File: src/rtl/yuv_plane_psnr_meter_assert.svh
// Assertion macros shared by the meter's modules.
`ifndef YUV_PLANE_PSNR_METER_ASSERT_SVH
`define YUV_PLANE_PSNR_METER_ASSERT_SVH

// same-cycle implication, checked out of reset
`define YPM_ASSERT_NOW(lbl, ante, cons) \
  lbl: assert property (@(posedge clk) disable iff (!rst_n) (ante) |-> (cons)) \
    else $error("yuvpm check failed");

// next-cycle implication, checked out of reset
`define YPM_ASSERT_NEXT(lbl, ante, cons) \
  lbl: assert property (@(posedge clk) disable iff (!rst_n) (ante) |=> (cons)) \
    else $error("yuvpm check failed");

`endif

File: src/rtl/yuvpm_pkg.sv
// Types and constants of the per-plane PSNR meter.
package yuvpm_pkg;

  localparam int MAX_DIM_DEF   = 4096;
  localparam int FRAC_BITS_DEF = 8;
  localparam int SSE_W         = 40;

  localparam logic [15:0] PEAK_SQ     = 16'd65025;
  localparam logic [25:0] TENLOG2_Q24 = 26'd50504453;
  localparam logic [14:0] PSNR_MAX    = 15'd32767;

  localparam logic [1:0] CFG_FRAME_WIDTH  = 2'd0;
  localparam logic [1:0] CFG_FRAME_HEIGHT = 2'd1;
  localparam logic [1:0] CFG_CHROMA_FULL  = 2'd2;

  localparam logic [1:0] PLANE_Y = 2'd0;
  localparam logic [1:0] PLANE_V = 2'd2;

  typedef struct packed {
    logic [7:0] orig_sample;
    logic [7:0] recon_sample;
  } in_t;

  typedef struct packed {
    logic [15:0]      frame_number;
    logic [1:0]       plane_id;
    logic [SSE_W-1:0] sum_sq_error;
    logic [14:0]      psnr_db_q8;
    logic             exact_match;
  } out_t;

  typedef struct packed {
    logic start;
  } log_req_t;

  typedef struct packed {
    logic busy;
    logic done;
  } log_rsp_t;

endpackage

File: src/rtl/yuvpm_log_unit.sv
// Iterative PSNR unit: normalise, divide, log2 by squaring, scale and round.
module yuvpm_log_unit #(
  parameter int NUM_W     = 42,
  parameter int FRAC_BITS = yuvpm_pkg::FRAC_BITS_DEF
) (
  input  logic                          clk,
  input  logic                          rst_n,
  input  yuvpm_pkg::log_req_t           req,
  output yuvpm_pkg::log_rsp_t           rsp,
  input  logic [NUM_W-1:0]              num_i,
  input  logic [yuvpm_pkg::SSE_W-1:0]   den_i,
  output logic [14:0]                   psnr_o
);

  localparam int CMP_W = (NUM_W > yuvpm_pkg::SSE_W) ? NUM_W : yuvpm_pkg::SSE_W;
  localparam int K_W   = $clog2(NUM_W + 1);
  localparam int LG_W  = K_W + 28;
  localparam int LO_W  = 17;
  localparam int HI_W  = LG_W - LO_W;
  localparam int ACC_W = LG_W + 26;
  localparam int SUM_W = ACC_W + 1;
  localparam int RS    = 52 - FRAC_BITS;

  typedef enum logic [6:0] {
    U_IDLE = 7'b0000001,
    U_NORM = 7'b0000010,
    U_DIV  = 7'b0000100,
    U_LOG  = 7'b0001000,
    U_MLO  = 7'b0010000,
    U_MHI  = 7'b0100000,
    U_RND  = 7'b1000000
  } ustate_t;

  ustate_t           state_r, state_nxt;
  logic [NUM_W-1:0]  d_r, d_nxt;
  logic [NUM_W:0]    r_r, r_nxt;
  logic [30:0]       y_r, y_nxt;
  logic [K_W-1:0]    k_r, k_nxt;
  logic [LG_W-1:0]   lg_r, lg_nxt;
  logic [4:0]        it_r, it_nxt;
  logic [ACC_W-1:0]  acc_r, acc_nxt;

  logic [31:0]       mul_a, mul_b;
  logic [63:0]       prod;
  logic [31:0]       yy;
  logic              ge;
  logic [NUM_W:0]    rsub;
  logic [SUM_W-1:0]  rsum, rsh;

  // the one shared multiplier
  always_comb begin
    mul_a = '0;
    mul_b = '0;
    case (state_r)
      U_LOG: begin
        mul_a = {1'b0, y_r};
        mul_b = {1'b0, y_r};
      end
      U_MLO: begin
        mul_a = 32'(lg_r[LO_W-1:0]);
        mul_b = 32'(yuvpm_pkg::TENLOG2_Q24);
      end
      U_MHI: begin
        mul_a = 32'(lg_r[LG_W-1:LO_W]);
        mul_b = 32'(yuvpm_pkg::TENLOG2_Q24);
      end
      default: begin
      end
    endcase
  end
  assign prod = mul_a * mul_b;
  assign yy   = prod[61:30];

  assign ge   = r_r >= {1'b0, d_r};
  assign rsub = ge ? (r_r - {1'b0, d_r}) : r_r;

  assign rsum = {1'b0, acc_r} + (SUM_W'(1) << (RS - 1));
  assign rsh  = rsum >> RS;

  always_comb begin
    state_nxt = state_r;
    d_nxt     = d_r;
    r_nxt     = r_r;
    y_nxt     = y_r;
    k_nxt     = k_r;
    lg_nxt    = lg_r;
    it_nxt    = it_r;
    acc_nxt   = acc_r;
    case (state_r)
      U_IDLE: begin
        if (req.start) begin
          if (CMP_W'(num_i) < CMP_W'(den_i)) begin
            acc_nxt   = '0;
            state_nxt = U_RND;
          end else begin
            d_nxt     = NUM_W'(den_i);
            k_nxt     = '0;
            state_nxt = U_NORM;
          end
        end
      end
      U_NORM: begin
        if ({d_r, 1'b0} <= {1'b0, num_i}) begin
          d_nxt = {d_r[NUM_W-2:0], 1'b0};
          k_nxt = k_r + K_W'(1);
        end else begin
          r_nxt     = {1'b0, num_i};
          y_nxt     = '0;
          it_nxt    = '0;
          state_nxt = U_DIV;
        end
      end
      U_DIV: begin
        y_nxt  = {y_r[29:0], ge};
        r_nxt  = {rsub[NUM_W-1:0], 1'b0};
        it_nxt = it_r + 5'd1;
        if (it_r == 5'd30) begin
          it_nxt    = '0;
          lg_nxt    = LG_W'(k_r);
          state_nxt = U_LOG;
        end
      end
      U_LOG: begin
        // square; a carry past 2.0 yields the next fraction bit
        y_nxt  = yy[31] ? yy[31:1] : yy[30:0];
        lg_nxt = {lg_r[LG_W-2:0], yy[31]};
        it_nxt = it_r + 5'd1;
        if (it_r == 5'd27) state_nxt = U_MLO;
      end
      U_MLO: begin
        acc_nxt   = ACC_W'(prod[LO_W+25:0]);
        state_nxt = U_MHI;
      end
      U_MHI: begin
        acc_nxt   = acc_r + (ACC_W'(prod[HI_W+25:0]) << LO_W);
        state_nxt = U_RND;
      end
      U_RND: begin
        state_nxt = U_IDLE;
      end
      default: state_nxt = U_IDLE;
    endcase
  end

  always_ff @(posedge clk) begin
    if (!rst_n) begin
      state_r <= U_IDLE;
      it_r    <= '0;
    end else begin
      state_r <= state_nxt;
      it_r    <= it_nxt;
    end
    d_r   <= d_nxt;
    r_r   <= r_nxt;
    y_r   <= y_nxt;
    k_r   <= k_nxt;
    lg_r  <= lg_nxt;
    acc_r <= acc_nxt;
  end

  assign rsp.busy = (state_r != U_IDLE);
  assign rsp.done = (state_r == U_RND);
  assign psnr_o   = (rsh > SUM_W'(yuvpm_pkg::PSNR_MAX)) ? yuvpm_pkg::PSNR_MAX : rsh[14:0];

`include "yuv_plane_psnr_meter_assert.svh"
  `YPM_ASSERT_NOW(a_start_idle, req.start, state_r == U_IDLE)
  `YPM_ASSERT_NEXT(a_done_returns, state_r == U_RND, state_r == U_IDLE)
  `YPM_ASSERT_NEXT(a_div_to_log, (state_r == U_DIV) && (it_r == 5'd30),
                   (state_r == U_LOG) && (it_r == 5'd0))

endmodule

File: src/rtl/yuv_plane_psnr_meter.sv
// Top level of the per-plane PSNR meter: sample accumulation, sequencing, result register.
//
// Usage: samples arrive as original/reconstructed pairs on in_* in planar
// Y, U, V order; a request is taken when in_valid is high and in_stall low.
// Plane sizes follow cfg registers 0 (width), 1 (height), 2 (chroma_full),
// written over cfg_valid/cfg_ready while the block is idle, a rule on the
// user that the block does not enforce; cfg_ready is always high.
// Throughput: one sample per cycle inside a plane. The sample that closes a
// plane starts the shared PSNR unit (normalise loop of up to 40 steps, 31
// divide steps, 28 squaring steps on the single multiplier, two scaling
// products and a round); in_stall is then high until the result is emitted,
// and the unit skips its loops when the error exceeds the peak energy. A
// zero-error plane skips the unit. The result goes via a pending register to
// out_*, held until taken (out_valid high, out_stall low); a stalled result
// keeps in_stall high only once the next plane result is ready to leave.
// Reset (rst_n low, synchronous) returns the block to the Y plane of frame 0
// with a cleared sum and the default 432x240 4:2:0 geometry.
module yuv_plane_psnr_meter #(
  parameter int MAX_DIM        = yuvpm_pkg::MAX_DIM_DEF,
  parameter int PSNR_FRAC_BITS = yuvpm_pkg::FRAC_BITS_DEF
) (
  input  logic              clk,
  input  logic              rst_n,
  input  logic              in_valid,
  output logic              in_stall,
  input  yuvpm_pkg::in_t    in_data,
  output logic              out_valid,
  input  logic              out_stall,
  output yuvpm_pkg::out_t   out_data,
  input  logic              cfg_valid,
  output logic              cfg_ready,
  input  logic [1:0]        cfg_index,
  input  logic [12:0]       cfg_data
);

  localparam int DIM_W = $clog2(MAX_DIM + 1);
  localparam int N_W   = 2 * DIM_W;
  localparam int NUM_W = N_W + 16;
  localparam int CL_W  = (DIM_W > 13) ? DIM_W : 13;
  localparam int SW    = yuvpm_pkg::SSE_W;

  typedef enum logic [4:0] {
    S_IDLE  = 5'b00001,
    S_PREP  = 5'b00010,
    S_START = 5'b00100,
    S_CALC  = 5'b01000,
    S_EMIT  = 5'b10000
  } state_t;

  state_t            state_r, state_nxt;
  logic [12:0]       width_r, height_r;
  logic              full_r;
  logic [N_W-1:0]    cnt_r;
  logic [1:0]        plane_r;
  logic [SW-1:0]     sse_r;
  logic [15:0]       frame_r;
  logic [N_W-1:0]    n_r;
  logic [NUM_W-1:0]  num_r;
  yuvpm_pkg::out_t   pend_r;
  yuvpm_pkg::out_t   out_r;
  logic              out_valid_r;

  logic [CL_W-1:0]   wx, hx;
  logic [DIM_W-1:0]  w_cl, h_cl, mw, mh;
  logic [N_W-1:0]    n_plane;
  logic [7:0]        diff;
  logic [15:0]       sq;
  logic [SW:0]       sse_sum;
  logic [SW-1:0]     sse_new;
  logic [N_W:0]      cnt_inc;
  logic              in_acc, plane_end, slot_free, emit;

  yuvpm_pkg::log_req_t lreq;
  yuvpm_pkg::log_rsp_t lrsp;
  logic [14:0]         lpsnr;

  assign cfg_ready = 1'b1;

  always_ff @(posedge clk) begin
    if (!rst_n) begin
      width_r  <= 13'd432;
      height_r <= 13'd240;
      full_r   <= 1'b0;
    end else if (cfg_valid) begin
      case (cfg_index)
        yuvpm_pkg::CFG_FRAME_WIDTH:  width_r  <= cfg_data;
        yuvpm_pkg::CFG_FRAME_HEIGHT: height_r <= cfg_data;
        yuvpm_pkg::CFG_CHROMA_FULL:  full_r   <= cfg_data[0];
        default: begin
        end
      endcase
    end
  end

  // clamp geometry to [2, MAX_DIM]
  always_comb begin
    wx = CL_W'(width_r);
    hx = CL_W'(height_r);
    if (wx < CL_W'(2))            wx = CL_W'(2);
    else if (wx > CL_W'(MAX_DIM)) wx = CL_W'(MAX_DIM);
    if (hx < CL_W'(2))            hx = CL_W'(2);
    else if (hx > CL_W'(MAX_DIM)) hx = CL_W'(MAX_DIM);
    w_cl = DIM_W'(wx);
    h_cl = DIM_W'(hx);
    if (plane_r == yuvpm_pkg::PLANE_Y || full_r) begin
      mw = w_cl;
      mh = h_cl;
    end else begin
      mw = DIM_W'(({1'b0, w_cl} + (DIM_W + 1)'(1)) >> 1);
      mh = DIM_W'(({1'b0, h_cl} + (DIM_W + 1)'(1)) >> 1);
    end
  end
  assign n_plane = N_W'(mw) * N_W'(mh);

  assign diff    = (in_data.orig_sample >= in_data.recon_sample) ?
                   (in_data.orig_sample - in_data.recon_sample) :
                   (in_data.recon_sample - in_data.orig_sample);
  assign sq      = 16'(diff) * 16'(diff);
  assign sse_sum = {1'b0, sse_r} + (SW + 1)'(sq);
  assign sse_new = sse_sum[SW] ? {SW{1'b1}} : sse_sum[SW-1:0];
  assign cnt_inc = {1'b0, cnt_r} + (N_W + 1)'(1);

  assign in_stall  = (state_r != S_IDLE);
  assign in_acc    = in_valid && !in_stall;
  assign plane_end = in_acc && (cnt_inc >= {1'b0, n_plane});
  assign slot_free = !out_valid_r || !out_stall;
  assign emit      = (state_r == S_EMIT) && slot_free;
  assign lreq.start = (state_r == S_START);

  always_comb begin
    state_nxt = state_r;
    case (state_r)
      S_IDLE:  if (plane_end) state_nxt = (sse_new == '0) ? S_EMIT : S_PREP;
      S_PREP:  state_nxt = S_START;
      S_START: state_nxt = S_CALC;
      S_CALC:  if (lrsp.done) state_nxt = S_EMIT;
      S_EMIT:  if (slot_free) state_nxt = S_IDLE;
      default: state_nxt = S_IDLE;
    endcase
  end

  always_ff @(posedge clk) begin
    if (!rst_n) begin
      state_r     <= S_IDLE;
      cnt_r       <= '0;
      plane_r     <= yuvpm_pkg::PLANE_Y;
      sse_r       <= '0;
      frame_r     <= '0;
      out_valid_r <= 1'b0;
    end else begin
      state_r <= state_nxt;
      if (plane_end) begin
        cnt_r <= '0;
        sse_r <= '0;
        if (plane_r >= yuvpm_pkg::PLANE_V) begin
          plane_r <= yuvpm_pkg::PLANE_Y;
          frame_r <= frame_r + 16'd1;
        end else begin
          plane_r <= plane_r + 2'd1;
        end
      end else if (in_acc) begin
        cnt_r <= cnt_inc[N_W-1:0];
        sse_r <= sse_new;
      end
      if (emit)            out_valid_r <= 1'b1;
      else if (!out_stall) out_valid_r <= 1'b0;
    end
  end

  // result fields; no reset needed
  always_ff @(posedge clk) begin
    if (plane_end) begin
      pend_r.frame_number <= frame_r;
      pend_r.plane_id     <= plane_r;
      pend_r.sum_sq_error <= sse_new;
      pend_r.exact_match  <= (sse_new == '0);
      pend_r.psnr_db_q8   <= yuvpm_pkg::PSNR_MAX;
      n_r                 <= n_plane;
    end else if ((state_r == S_CALC) && lrsp.done) begin
      pend_r.psnr_db_q8 <= lpsnr;
    end
    if (state_r == S_PREP) num_r <= NUM_W'(yuvpm_pkg::PEAK_SQ) * NUM_W'(n_r);
    if (emit) out_r <= pend_r;
  end

  yuvpm_log_unit #(
    .NUM_W     (NUM_W),
    .FRAC_BITS (PSNR_FRAC_BITS)
  ) u_log (
    .clk    (clk),
    .rst_n  (rst_n),
    .req    (lreq),
    .rsp    (lrsp),
    .num_i  (num_r),
    .den_i  (pend_r.sum_sq_error),
    .psnr_o (lpsnr)
  );

  assign out_valid = out_valid_r;
  assign out_data  = out_r;

`include "yuv_plane_psnr_meter_assert.svh"
  `YPM_ASSERT_NOW(a_calc_busy, (state_r == S_CALC) || (state_r == S_START),
                  (state_r == S_START) || lrsp.busy)
  `YPM_ASSERT_NOW(a_match_sse, out_valid_r,
                  out_r.exact_match == (out_r.sum_sq_error == '0))
  `YPM_ASSERT_NEXT(a_end_stalls, plane_end, in_stall && (cnt_r == '0))

endmodule
File: config.mk
export PLATFORM = sky130hd
export DESIGN_NAME = yuv_plane_psnr_meter
export DESIGN_NICKNAME = d
export VERILOG_FILES = /design/src/rtl/yuvpm_pkg.sv /design/src/rtl/yuvpm_log_unit.sv /design/src/rtl/yuv_plane_psnr_meter.sv
export VERILOG_INCLUDE_DIRS = /design/src /design/src/rtl
export SDC_FILE = /design/constraint.sdc
export NUM_CORES = 2
export LEC_CHECK = 0
export ABC_CLOCK_PERIOD_IN_PS = 10500
export BUFFER_PORTS_ARGS = -buffer_cell sky130_fd_sc_hd__buf_2
export CORE_AREA = 2 2 363 365
export DETAILED_ROUTE_END_ITERATION = 8
export DIE_AREA = 0 0 365 367
export PLACE_DENSITY = 0.76
export SKIP_LAST_GASP = 1
export SLEW_MARGIN = 20
export SYNTH_ARGS = -nofsm -noshare
export SYNTH_HDL_FRONTEND = slang
export SYNTH_SLANG_ARGS = --single-unit
File: constraint.sdc
create_clock -name clk -period 10.5 [get_ports clk]
set_input_delay 0.525 -clock clk [delete_from_list [all_inputs] [get_ports clk]]
set_output_delay 0.525 -clock clk [all_outputs]
set_load 0.05 [all_outputs]
==> impl_results.md <==
- WS Path Type: register to register
- Worst-path clk slew: 0.06 ns
- Sw power: 3230 uW
- Area of placed instances: 0.0792 mm2
- Outcome: complete, no violations
- Core area: 0.130 mm2
- Pint: 5270 uW
- Period minus WS final: 10.18 ns
- Register area share after synthesis: 20.2%
- Later-pin clock latency in the skew report: 0.69 ns
- Count leader, synth: inv_1
- DRC: 0
- Yosys warns: 0
- Via count: 59300
- Pwr per Cell Area: 104 mW/mm2
- Num CTS Buffers: 58
- Syn_area_per_cell: 9.18 um2
- Post-DP HPWL: 192 mm
- Die Width: 365 um
- Worst Hold Margin: 0.112 ns
- Worst Path Required: 10.87 ns
- Top cell type's share of synthesized area: 29.9%
- Leading area contributor after synthesis: fa_1
- Worst path max stage delay: 0.63 ns
- Starting Density: 56.4%
- CTS Sinks: 544
- Fin nets: 10200
- Longest Clk Path Bufs: 3
- I/O pins: 113
- Die Ht: 367 um
- DR iter-0 viols: 5563
- Post-Syn Instances: 8011
- Synth top cells by count: inv_1 (1425), fa_1 (1099), nand2_1 (1058)
- Clock tree root buffer cell: clkbuf_16
- DP Worst Slack: -0.351 ns
- FP Rows: 133
- Number of synthesized flops with an enable pin: 400
- Final WL: 233 mm
- Critical Path Most Common Cell: fa_1
- Yosys cell types: 102
- CTS tree: built
- Wirelength per Cell: 22.9 um
- Clk pwr share: 26.1%
- CP max-delay cell: fa_1
- Worst R2R Setup Slack: 0.32 ns
- First-pass GRT wire length: 358 mm
- Final setup fails: 0
- Max Fclk: 0.0983 GHz
- Critical Path Start Type: register
- Die area: 0.134 mm2
- Worst Tran Pin Value: 1.09 ns
- GR Overflow Total: 0
- Sequential power share: 29.2%
- Comb pwr share: 44.7%
- Gpl congestion: 1.06
- H-tree Lvls: 2
- Final Hold Fails: 0
- Ys async rst share: 0%
- Post-route worst setup slack: 0.322 ns
- VDD IR max: 0.000562 V
- Antenna-violating nets left: 0
- GRT Overall Usage: 35.1%
- Routed vias/inst: 5.84
- WP data arrival: 10.55 ns
- Initial antenna violation count: 6
- FILL cells: 10900
- Max_slew headroom: 27.1%
- RSZ-0062 raised after global routing: yes
- Max cap viols: 0
- Layout cells sized above 1: 10.4%
- #FFs+latches synth: 544
- Clk_skew: 0.0653 ns
- CP Max Fanout: 12
- HP Class: input port to register
- Primary FF master, synth: edfxtp_1
- Vias in the first global route: 61100
- CP endpoint kind: register
- PortBufs: 111
- Sw Share: 38.0%
- Finished Cell Area: 0.0818 mm2
- Synthesis-to-finish area growth: 11.3%
- Drt pass-1 iters: 6
- Lkg Pwr: 0.0404 uW
- Largest net degree at the start of global routing: 87
- Core Util, Final: 62.7%
- Synth top area cells: fa_1 (30%), edfxtp_1 (16%), ha_1 (12%)
- Cell Area, Synth: 0.0736 mm2
- Net Count, Synth: 9847
- Max-slew violations: 0
- Final critical-path share of the clock period: 96.9%
-- per-layer routing --
metal  GRT usage (%)  routed length, um
met3            6.33              20900
met5               0                 55
met4            17.5              14800
met2            57.1             109000
met1            45.0              88500
-- stage by stage --
stage | total power, uW | cells | setup TNS, ns
2_1_floorplan | 5490 | 8011 | 0
3_3_place_gp | 6180 | 10000 | -0.708
3_5_place_dp | 6300 | 10000 | -0.776
4_1_cts | 8530 | 10100 | 0
5_1_grt | 9090 | 10200 | -0.0786
6_report | 8510 | 10200 | 0
-- sequential cells by signal, indices dropped and copies added (netlist names) --
register,cells
state_r,5
u_log.lg_r,34
u_log.it_r,5
cnt_r,26
height_r,13
u_log.d_r,42
u_log.state_r,7
plane_r,2
frame_r,16
u_log.r_r,43
n_r,26
full_r,1
u_log.k_r,6
width_r,13
sse_r,40
num_r,42
u_log.y_r,31
pend_r,74
out_valid,1
out_data,74
u_log.acc_r,43
-- repair_timing --
item / in CTS / in global routing
endpoints found under the setup margin: 8 / 227
resized for setup: 5 / 91
hold buffers: 0 / 0
cloned: 0 / 3
setup buffers: 0 / 14
pin swaps: 0 / 14
-- path summary, 6_finish.rpt --
kind	from	end	depth (start not counted)
setup / recovery	u_log.state_r[0]	u_log.acc_r[58]	39
hold / removal	cfg_data[6]	height_r[6]	3
setup reg to reg	u_log.state_r[0]	u_log.acc_r[58]	39
hold reg to reg	pend_r[0]	out_data[0]	0
-- worst max-delay path: cells and delay by family (launching register included) --
kind / cells / cell delay [ns]
AND/OR/NAND/NOR: 9 / 1.31
XOR/XNOR: 2 / 0.41
adder cells (fa/ha/maj): 10 / 4.80
buffers and inverters: 11 / 1.30
flip-flops: 1 / 0.34
AO/OA/AOI/OAI: 7 / 1.71
-- cell type report --
class                      instances  area (um2)  area share, %
antenna                            3        7.51        0.00917
clock buffer                      63        1470           1.80
clock inverter                    47         584          0.714
inverter                        1439        5410           6.61
multi-input combinational       5700       52500           64.1
sequential                       544       14900           18.2
tap                             1755        2200           2.68
timing repair buffer             612        4780           5.84
-- power by group through the flow --
stage	sequential (uW)	clock (uW)	combinational (uW)
finish	2490	2220	3800
global route	2490	2330	4270
CTS	2490	2250	3790
detailed placement	2530	0	3760
global placement	2530	0	3640
floorplan	2520	0	2970
-- placed cells by master (no fill, tap or decap), types with 142 or more instances in the layout --
cell type  synthesis  layout
dfxtp_1          144     143
a21o_1           172     172
and3_1           149     146
nand3_1          142     142
inv_1           1425    1424
ha_1             701     699
o21ai_0          278     273
fa_1            1099    1095
a21oi_1          291     280
xnor2_1          169     165
edfxtp_1         400     400
nor2_1           616     600
nand2_1         1058    1053
buf_4              2     461
-- cells by family (layout without fill, tap and decap cells) --
kind of cell | Yosys count | after routing | share of synthesized area (%)
and+or+nand+nor | 2424 | 2424 | 14.7
adders and majority gates | 1800 | 1800 | 41.8
buffers and inverters | 1767 | 2161 | 9.06
AOI/OAI and AO/OA | 1135 | 1135 | 9.98
DFF | 544 | 544 | 20.2
xor gates and xnor gates | 289 | 289 | 3.46
muxes | 51 | 51 | 0.699
other | 1 | 4 | 0.00510
Note: power is estimated with default switching activity, not from simulation.
